`src/gpm_pkg.sv`:
```
// Package: widths, codes, reset values and control types for the gauge pressure mean block
`default_nettype none
package gpm_pkg;

  localparam int PRESS_W   = 48;
  localparam int SUM_W     = 52;
  localparam int CNT_W     = 4;
  localparam int STAT_W    = 8;
  localparam int CODE_W    = 2;
  localparam int CFG_IDX_W = 2;
  localparam int DIV_CNT_W = $clog2(SUM_W + 1);

  localparam int MAX_GAUGES_DEF = 10;

  localparam logic [PRESS_W-1:0] LOWER_RESET = PRESS_W'(64'd19900);
  localparam logic [PRESS_W-1:0] UPPER_RESET = PRESS_W'(64'd1010000000000);

  // configuration register indexes
  localparam logic [CFG_IDX_W-1:0] REG_LOWER = CFG_IDX_W'(0);
  localparam logic [CFG_IDX_W-1:0] REG_UPPER = CFG_IDX_W'(1);

  // result status codes
  localparam logic [CODE_W-1:0] CODE_ALL_GOOD = CODE_W'(0);
  localparam logic [CODE_W-1:0] CODE_SOME_POOR = CODE_W'(1);
  localparam logic [CODE_W-1:0] CODE_NONE_GOOD = CODE_W'(2);

  // highest gauge status that still marks a usable reading
  localparam logic [STAT_W-1:0] STAT_USABLE_MAX = STAT_W'(1);

  typedef enum logic [1:0] {
    ST_IDLE,
    ST_LOAD,
    ST_DIV
  } state_t;

  typedef struct packed {
    logic acc;
    logic div_load;
    logic emit;
  } cmd_t;

  typedef struct packed {
    logic div_done;
  } sts_t;

endpackage
`default_nettype wire

```
`src/gpm_div.sv`:
```
// Restoring divider: sum by a 4-bit count, one quotient bit per cycle
`default_nettype none
module gpm_div
  import gpm_pkg::*;
(
  input  wire logic             clk,
  input  wire logic             rst_n,
  input  wire logic             load,
  input  wire logic [SUM_W-1:0] dividend,
  input  wire logic [CNT_W-1:0] divisor,
  output logic                  done,
  output logic [SUM_W-1:0]      quotient
);

  logic [SUM_W-1:0]     dq_r, dq_nxt;
  logic [CNT_W-1:0]     rem_r, rem_nxt;
  logic [CNT_W-1:0]     dsr_r;
  logic [DIV_CNT_W-1:0] cnt_r, cnt_nxt;
  logic [CNT_W:0]       rem_sh;
  logic                 fits;

  always_comb begin
    rem_sh  = {rem_r, dq_r[SUM_W-1]};
    fits    = rem_sh >= {1'b0, dsr_r};
    dq_nxt  = {dq_r[SUM_W-2:0], fits};
    rem_nxt = fits ? CNT_W'(rem_sh - {1'b0, dsr_r}) : rem_sh[CNT_W-1:0];
    cnt_nxt = cnt_r - DIV_CNT_W'(1);
  end

  always_ff @(posedge clk) begin
    if (!rst_n) begin
      cnt_r <= '0;
    end else if (load) begin
      cnt_r <= DIV_CNT_W'(SUM_W);
    end else if (cnt_r != '0) begin
      cnt_r <= cnt_nxt;
    end
  end

  always_ff @(posedge clk) begin
    if (load) begin
      dq_r  <= dividend;
      rem_r <= '0;
      dsr_r <= divisor;
    end else if (cnt_r != '0) begin
      dq_r  <= dq_nxt;
      rem_r <= rem_nxt;
    end
  end

  assign done     = cnt_r == '0;
  assign quotient = dq_r;

endmodule
`default_nettype wire

```
`src/gpm_dp.sv`:
```
// Datapath: limit registers, batch accumulators, divider and result registers
`default_nettype none
module gpm_dp
  import gpm_pkg::*;
#(
  parameter int MAX_GAUGES = MAX_GAUGES_DEF
) (
  input  wire logic                 clk,
  input  wire logic                 rst_n,
  input  wire cmd_t                 cmd,
  output sts_t                      sts,
  input  wire logic                 cfg_we,
  input  wire logic [CFG_IDX_W-1:0] cfg_index,
  input  wire logic [PRESS_W-1:0]   cfg_data,
  input  wire logic [PRESS_W-1:0]   in_pressure,
  input  wire logic [STAT_W-1:0]    in_gauge_status,
  output logic                      out_valid,
  output logic [CODE_W-1:0]         out_status_code,
  output logic [PRESS_W-1:0]        out_mean_pressure,
  output logic [PRESS_W-1:0]        out_max_pressure,
  output logic [PRESS_W-1:0]        out_min_pressure,
  output logic [CNT_W-1:0]          out_good_count,
  output logic [CNT_W-1:0]          out_total_count
);

  logic [PRESS_W-1:0] lower_r, upper_r;
  logic [SUM_W-1:0]   sum_r;
  logic [CNT_W-1:0]   good_r, gauge_r;
  logic [PRESS_W-1:0] max_r, min_r;
  logic [PRESS_W-1:0] base_max, base_min;
  logic               counted, good;
  logic               div_done;
  logic [SUM_W-1:0]   quotient;
  logic               valid_r;
  logic [CODE_W-1:0]  code_r, code_nxt;
  logic [PRESS_W-1:0] mean_r, maxo_r, mino_r;
  logic [CNT_W-1:0]   goodo_r, totalo_r;

  // the first item of a batch starts max and min from the limits
  always_comb begin
    base_max = (gauge_r == '0) ? lower_r : max_r;
    base_min = (gauge_r == '0) ? upper_r : min_r;
    counted  = gauge_r < CNT_W'(MAX_GAUGES);
    good     = counted && (in_gauge_status <= STAT_USABLE_MAX) &&
               (in_pressure >= lower_r) && (in_pressure <= upper_r);
    if (good_r == '0) begin
      code_nxt = CODE_NONE_GOOD;
    end else if (good_r == gauge_r) begin
      code_nxt = CODE_ALL_GOOD;
    end else begin
      code_nxt = CODE_SOME_POOR;
    end
  end

  always_ff @(posedge clk) begin
    if (!rst_n) begin
      lower_r <= LOWER_RESET;
      upper_r <= UPPER_RESET;
    end else if (cfg_we) begin
      if (cfg_index == REG_LOWER) begin
        lower_r <= cfg_data;
      end else if (cfg_index == REG_UPPER) begin
        upper_r <= cfg_data;
      end
    end
  end

  always_ff @(posedge clk) begin
    if (!rst_n) begin
      sum_r   <= '0;
      good_r  <= '0;
      gauge_r <= '0;
    end else if (cmd.acc) begin
      gauge_r <= gauge_r + CNT_W'(counted);
      good_r  <= good_r + CNT_W'(good);
      if (good) begin
        sum_r <= sum_r + SUM_W'(in_pressure);
      end
    end else if (cmd.emit) begin
      sum_r   <= '0;
      good_r  <= '0;
      gauge_r <= '0;
    end
  end

  always_ff @(posedge clk) begin
    if (cmd.acc) begin
      max_r <= (good && in_pressure > base_max) ? in_pressure : base_max;
      min_r <= (good && in_pressure < base_min) ? in_pressure : base_min;
    end
  end

  gpm_div u_div (
    .clk      (clk),
    .rst_n    (rst_n),
    .load     (cmd.div_load),
    .dividend (sum_r),
    .divisor  (good_r),
    .done     (div_done),
    .quotient (quotient)
  );

  assign sts.div_done = div_done;

  always_ff @(posedge clk) begin
    if (!rst_n) begin
      valid_r <= 1'b0;
    end else begin
      valid_r <= cmd.emit;
    end
  end

  always_ff @(posedge clk) begin
    if (cmd.emit) begin
      code_r   <= code_nxt;
      mean_r   <= (good_r == '0) ? '0 : quotient[PRESS_W-1:0];
      maxo_r   <= max_r;
      mino_r   <= min_r;
      goodo_r  <= good_r;
      totalo_r <= gauge_r;
    end
  end

  assign out_valid         = valid_r;
  assign out_status_code   = code_r;
  assign out_mean_pressure = mean_r;
  assign out_max_pressure  = maxo_r;
  assign out_min_pressure  = mino_r;
  assign out_good_count    = goodo_r;
  assign out_total_count   = totalo_r;

endmodule
`default_nettype wire

```
`src/gpm_ctrl.sv`:
```
// Controller: accepts items, sequences the end-of-batch division and result beat
`default_nettype none
module gpm_ctrl
  import gpm_pkg::*;
(
  input  wire logic clk,
  input  wire logic rst_n,
  input  wire logic start,
  input  wire logic in_last,
  input  wire sts_t sts,
  output cmd_t      cmd,
  output logic      busy
);

  state_t state_r, state_nxt;

  always_ff @(posedge clk) begin
    if (!rst_n) begin
      state_r <= ST_IDLE;
    end else begin
      state_r <= state_nxt;
    end
  end

  always_comb begin
    state_nxt = state_r;
    cmd       = '0;
    busy      = 1'b1;
    case (state_r)
      ST_IDLE: begin
        busy = 1'b0;
        if (start) begin
          cmd.acc = 1'b1;
          if (in_last) begin
            state_nxt = ST_LOAD;
          end
        end
      end
      ST_LOAD: begin
        cmd.div_load = 1'b1;
        state_nxt    = ST_DIV;
      end
      ST_DIV: begin
        // emit the result and clear the batch once the quotient settles
        if (sts.div_done) begin
          cmd.emit  = 1'b1;
          state_nxt = ST_IDLE;
        end
      end
      default: begin
        state_nxt = ST_IDLE;
      end
    endcase
  end

endmodule
`default_nettype wire

```
`src/gauge_pressure_mean_core.sv`:
```
// Top level: batch mean, max and min of vacuum gauge pressure readings
//
//  channel  | handshake                 | payload
//  ---------+---------------------------+-----------------------------------------
//  input    | start / busy              | in_pressure, in_gauge_status, in_last
//  result   | out_valid (one-cycle)     | out_status_code, out_mean_pressure, ...
//  config   | cfg_valid / cfg_ready     | cfg_index, cfg_data
//
//  An item that is not last is accumulated; busy stays low and the next item
//  may follow at once. For a last item the mean is formed by a divider that
//  yields one quotient bit per cycle; busy is high until the result beat, and
//  the next item may be taken in the cycle that beat is shown.
//  Reset is synchronous: limits return to their defaults and the batch clears.
//  The receiver cannot stall; cfg_ready is always high.
`default_nettype none
module gauge_pressure_mean_core
  import gpm_pkg::*;
#(
  parameter int MAX_GAUGES = MAX_GAUGES_DEF
) (
  input  wire logic                 clk,
  input  wire logic                 rst_n,
  input  wire logic                 start,
  output logic                      busy,
  input  wire logic [PRESS_W-1:0]   in_pressure,
  input  wire logic [STAT_W-1:0]    in_gauge_status,
  input  wire logic                 in_last,
  output logic                      out_valid,
  output logic [CODE_W-1:0]         out_status_code,
  output logic [PRESS_W-1:0]        out_mean_pressure,
  output logic [PRESS_W-1:0]        out_max_pressure,
  output logic [PRESS_W-1:0]        out_min_pressure,
  output logic [CNT_W-1:0]          out_good_count,
  output logic [CNT_W-1:0]          out_total_count,
  input  wire logic                 cfg_valid,
  output logic                      cfg_ready,
  input  wire logic [CFG_IDX_W-1:0] cfg_index,
  input  wire logic [PRESS_W-1:0]   cfg_data
);

  cmd_t cmd;
  sts_t sts;

  assign cfg_ready = 1'b1;

  gpm_ctrl u_ctrl (
    .clk     (clk),
    .rst_n   (rst_n),
    .start   (start),
    .in_last (in_last),
    .sts     (sts),
    .cmd     (cmd),
    .busy    (busy)
  );

  gpm_dp #(
    .MAX_GAUGES (MAX_GAUGES)
  ) u_dp (
    .clk               (clk),
    .rst_n             (rst_n),
    .cmd               (cmd),
    .sts               (sts),
    .cfg_we            (cfg_valid && cfg_ready),
    .cfg_index         (cfg_index),
    .cfg_data          (cfg_data),
    .in_pressure       (in_pressure),
    .in_gauge_status   (in_gauge_status),
    .out_valid         (out_valid),
    .out_status_code   (out_status_code),
    .out_mean_pressure (out_mean_pressure),
    .out_max_pressure  (out_max_pressure),
    .out_min_pressure  (out_min_pressure),
    .out_good_count    (out_good_count),
    .out_total_count   (out_total_count)
  );

endmodule
`default_nettype wire
```
`config.mk`:
```
export PLATFORM = sky130hd
export DESIGN_NAME = gauge_pressure_mean_core
export DESIGN_NICKNAME = d
export VERILOG_FILES = /design/src/gpm_pkg.sv /design/src/gpm_div.sv /design/src/gpm_dp.sv /design/src/gpm_ctrl.sv /design/src/gauge_pressure_mean_core.sv
export SDC_FILE = /design/constraint.sdc
export NUM_CORES = 1
export LEC_CHECK = 0
export ABC_AREA = 1
export BUFFER_PORTS_ARGS = -buffer_cell sky130_fd_sc_hd__buf_2
export CAP_MARGIN = 5
export CORE_MARGIN = 2
export CORE_UTILIZATION = 62
export CTS_BUF_LIST = sky130_fd_sc_hd__clkbuf_8
export DETAILED_ROUTE_END_ITERATION = 7
export PLACE_DENSITY = 0.83
export RECOVER_POWER = 100
export SYNTH_ARGS = -nofsm -noshare
export SYNTH_HDL_FRONTEND = slang
export SYNTH_SLANG_ARGS = --single-unit
```
`constraint.sdc`:
```
create_clock -name clk -period 5.7 [get_ports clk]
set_input_delay 0.855 -clock clk [delete_from_list [all_inputs] [get_ports clk]]
set_output_delay 0.855 -clock clk [all_outputs]
set_load 0.02 [all_outputs]
```
# After elaboration in Yosys (flattened, before gate mapping)
# Cells that the tools add are included.
# op_classes
n_mux	26
n_bitwise	2
order_cmp	7
eq_ne	8
n_addsub	5
n_reduce_logical	18
# op_table
op	count
$mux W52	5
$mux W48	4
$add A52 B48 Y52	1
$ge A48 B48 Y1	1
$gt A48 B48 Y1	1
$le A48 B48 Y1	1
$lt A48 B48 Y1	1
$mux W4	4
$mux W6	2
$add A4 B1 Y4	2
$le A8 B1 Y1 const B	1
$logic_not A4 Y1	2
$mux W1	7
$logic_not A6 Y1	1
$mux W2	3
$ne A2 B2 Y1 const B	3
$pmux W2 S3	1
$reduce_and A3 Y1	2
$reduce_bool A6 Y1	1
$sub A6 B1 Y6 const B	1
$ge A5 B4 Y1	1
$logic_and A1 B1 Y1	5
$eq A2 B1 Y1 const B	2
$eq A4 B4 Y1	1
9 further kinds	13
# totals
input_bits	111
register_bits	475
output_inout_bits	157

# Longest topological paths before layout
# depth
ltp_word	6
ltp_mapped	22
mapped_depth_nobuf	21

# Hierarchy
# A second synthesis with hierarchy kept.
# unflattened
hier_cells	3587
hier_area_um2	28110.7
# modules_own_cells
mod	cells_each	n_inst	area_per_inst_um2
gpm_dp	3249	1	24991.5
gpm_div	318	1	2997.9
gpm_ctrl	18	1	110.1
gauge_pressure_mean_core	2	1	11.3

# Least setup slack after synthesis
# OpenSTA, ideal clock, no wires.
# synth_path
path_type	flip-flop to flip-flop
start	register u_dp.u_div.cnt_r[0]
end	register u_dp.goodo_r[0] (netlist: u_dp.out_good_count[0]) (enable)
required_ns	5.192
synth_period_minus_slack_ns	5.059
path_stages_with_launch	13
n_path_buf	2
setup_slack_ns	0.641
t_arrival_ns	4.551
cell_sequence	dfxtp_1 inv_1 ha_1 nand2_1 nor2_1 inv_1 nor2_1 nand2_1 clkinv_1 nand3_1 buf_2 buf_2 inv_1
# synth_rtl
element	line	text
from (decl)	gpm_div.sv:18	logic [DIV_CNT_W-1:0] cnt_r, cnt_nxt;
from (signal assigned)	gpm_div.sv:34	cnt_r <= DIV_CNT_W'(SUM_W);
from (signal assigned)	gpm_div.sv:36	cnt_r <= cnt_nxt;
to (signal assigned)	gpm_dp.sv:119	goodo_r <= good_r;
to (decl)	gpm_dp.sv:37	logic [CNT_W-1:0] goodo_r, totalo_r;

# Worst setup path after layout
# layout_path
start	register u_dp.gauge_r[1]
end	register u_dp.max_r[16] (data pin)
# layout_between
elab_chain_cells	6
# layout_lines
element	line	text
from (decl)	gpm_dp.sv:28	logic [CNT_W-1:0] good_r, gauge_r;
from (signal assigned)	gpm_dp.sv:74	gauge_r <= gauge_r + CNT_W'(counted);
parallel branches: the longest is 5 deep, another holds $gt A48 B48 Y1	--	
$mux W48 (*)	gpm_dp.sv:88	max_r <= (good && in_pressure > base_max) ? in_pressure : base_max;
to (signal assigned)	gpm_dp.sv:88	
to (decl)	gpm_dp.sv:29	logic [PRESS_W-1:0] max_r, min_r;
# Mark *: on every way between the ends.
# A chain may end at the register's enable or synchronous reset.

==> metrics <==
outcome=finished, violations left; failing checks=capacitance limit, slew limit; Slew Limit Fails=521; die area=approximately 47000 µm²; TritonCTS clock tree=done; commonest non-fill, non-tap cell in the layout=nand2_1; WL met1=32600 µm; initial antenna violation count=3; Clock power frac=0.290; starting DRC count in detailed routing=2169; max incr delay on CP=710 ps; total count of hold-check failures in the final report=0; slew margin rel.=-0.626; total of max-cap violations=10; fill count=3751; Layout area overhead=10.4%; min cycle time layout=about 5000 ps; Placer Congestion=1.02; Crit path buffers/inverters=3; placed wire-length estimate=~55000 µm; Synth Register Bits=475; post-CTS setup repair buffer count=0; power per standard cell area=about 310 nW/µm²; Post-Route WL=77000 µm; via count=around 25000; Max Root-Sink Buffers=3; Post-synth EDFFs=306; final instance area=between 30000 and 40000 µm²; Worst Hold Path Cells=3; met2 wire len=34000 µm; CP Capture Type=flop; DRC=0; YS warnings=0; Clock Pin Slew Worst Setup and Hold Paths=60 ps; Final setup viols=0; Critical-path top delay cell=clkbuf_2; num rows=between 70 and 80; Worst VDD drop=0.000285 V; number of antenna-violating nets in the routed design=0; Cell Area, Synth=28000 µm²; sequential power share=0.472; clock sinks=475; total power=9.49 mW; number of buffers added on ports=approximately 270; Synth Net Count=3889; min-delay worst type=in2reg; commonest non-fill, non-tap cells in the layout=nand2_1 (891), inv_1 (521), a21oi_1 (313); CP Class=reg2reg; FFs w/ async S/R, synth=0; # resized after CTS=0; Crit path depth=15; crit path launch type=flop; critical path peak fanout=60; met3 WL post-DR=6540 µm; top cells by area, synth=edfxtp_1 (33%), dfxtp_1 (12%), nand2_1 (12%); chip width=216 µm; post-synth top area share=0.328; Int Power=6.36 mW; Total Nets Final=slightly above 4000; Highest Signal Layer=met4; Initial Utilization=0.630; unrepaired setup endpoints after global routing=false; DRT Pass-1 Iters=5; WL/cell=17.4 µm; H-tree levels=3; total CTS buffers=between 70 and 80; worst slew pin tran=around 2400 ps; Comb power frac=0.238; remaining global-route overflow=0; Critical Path RT=6130 ps; Non-Filler Instances=between 4000 and 5000; vias per cell=5.60; largest net degree at the start of global routing=around 100; CTS root buf=clkbuf_8; switching share of power=0.329; Final Cycle Share=0.868; Die H=between 200 and 250 µm; Synth area leader=edfxtp_1; top_reg_cell synth=edfxtp_1; Ports=268; Leak=14.3 nW; first-pass GRT wire length=between 100000 and 150000 µm; placed inst area=between 20000 and 30000 µm²; Distinct cells, synth=44; # hold bufs at CTS=0; R2R cell count=15; sequential cell area=12600 µm²; critical path, cell by cell=nor2_1 > nand2_2 > buf_12 > buf_4 > o21ai_0 > ha_1 > a21oi_1 > o21ai_0 > a21oi_1 > o21ai_0 > a21oi_1 > a21boi_4 > clkbuf_2 > nand3_1 > nand2_1; Post-Place Cells=4277; Seq/Total Area, Yosys=0.449; area of the multi-input gates=13000 µm²; Overall Global Routing Usage=0.330; Synth Area per Inst=7.93 µm²; CP arrival=between 5000 and 6000 ps; switching power=3.12 mW; CP delay by family, top=buffers and inverters; FMAX=between 0.2 and 0.25 GHz; Placeable Area=44400 µm²; layout cells sized above 1=0.0640; Syn Inst Count=3528; Sum Neg Setup Slack=0 ps; Worst-Skew Late Latency=between 600 and 700 ps; number of global-route vias before repair=23200; clk_skew=44.2 ps
## synth_stat cells, types with 2 or more instances
cell	number
nand2_1	894
inv_1	484
a21oi_1	313
edfxtp_1	306
nor2_1	302
o21ai_0	302
ha_1	248
nand3_1	175
dfxtp_1	169
clkbuf_1	81
nand3b_1	47
buf_2	35
nand4_1	29
o211ai_1	27
nor3_1	12
o21a_1	12
or2_2	10
xnor2_1	9
buf_4	8
o21bai_1	8
a21o_1	6
buf_1	6
nor4_1	6
clkinv_1	5
a211oi_1	4
a31oi_1	4
buf_6	3
xor2_1	3
fa_1	2
nor2_2	2
nor3b_1	2
o21ai_1	2
## sequential cells by signal (all words and copies together) (netlist names), 6 cells and up
signal                  count
u_dp.upper_r               48
u_dp.min_r                 48
u_dp.out_max_pressure      48
u_dp.lower_r               48
u_dp.max_r                 48
u_dp.u_div.cnt_r            6
u_dp.u_div.quotient        52
u_dp.out_min_pressure      48
u_dp.sum_r                 52
u_dp.out_mean_pressure     48
## per-stage QoR
stage,hold WS (ps),util,setup WS [ps]
floorplan,426,-,641
detailed placement,434,0.670,1200
finish,404,0.696,755
global placement,430,0.670,1270
CTS,372,0.701,1250
global route,401,0.696,471
## power groups by stage
stage / clock network (mW) / registers (mW) / logic [mW]
finish: 2.75 / 4.48 / 2.26
floorplan: 0 / 4.53 / 1.56
CTS: 2.78 / 4.46 / 2.25
detailed placement: 0 / 4.52 / 2.23
global placement: 0 / 4.51 / 2.17
global route: 2.94 / 4.52 / 2.58
## kinds of logic after synthesis
family                   Yosys count  synth area share
AO/OA/AOI/OAI                    684             0.128
XOR/XNOR                          12           0.00376
adder cells (fa/ha/maj)          250             0.112
buffers and inverters            623            0.0870
flip-flops                       475             0.449
other                              1          0.000134
AND/OR/NAND/NOR                 1483             0.219
## routing by layer
layer  up-vias  global-route usage
met5         -                   0
met4         0               0.169
met3       194              0.0474
met2      1077               0.518
met1     11300               0.450
li1      12200                   -
## path summary, 6_finish.rpt
path              slack [ps]       startpoint                       end
setup / recovery         760  u_dp.gauge_r[1]            u_dp.max_r[16]
hold / removal           400     cfg_data[38]          u_dp.upper_r[38]
setup reg to reg         760  u_dp.gauge_r[1]            u_dp.max_r[16]
hold reg to reg          440    u_dp.max_r[0]  u_dp.out_max_pressure[0]
## tightest hold or removal path: stages
cell,delay [ps]
buf_2,90
nand2_1,50
o211ai_1,60
## cell type report
cell class | instances | share of cell area
diodes | 3 | 0.000243
clock buffers | 84 | 0.0374
clock inverters | 59 | 0.00818
inverters | 490 | 0.0597
multi-input cells | 2430 | 0.421
flip-flops and latches | 475 | 0.407
well taps | 592 | 0.0240
repair buffers | 290 | 0.0425
No activity file was read; power rests on OpenSTA's default activity.
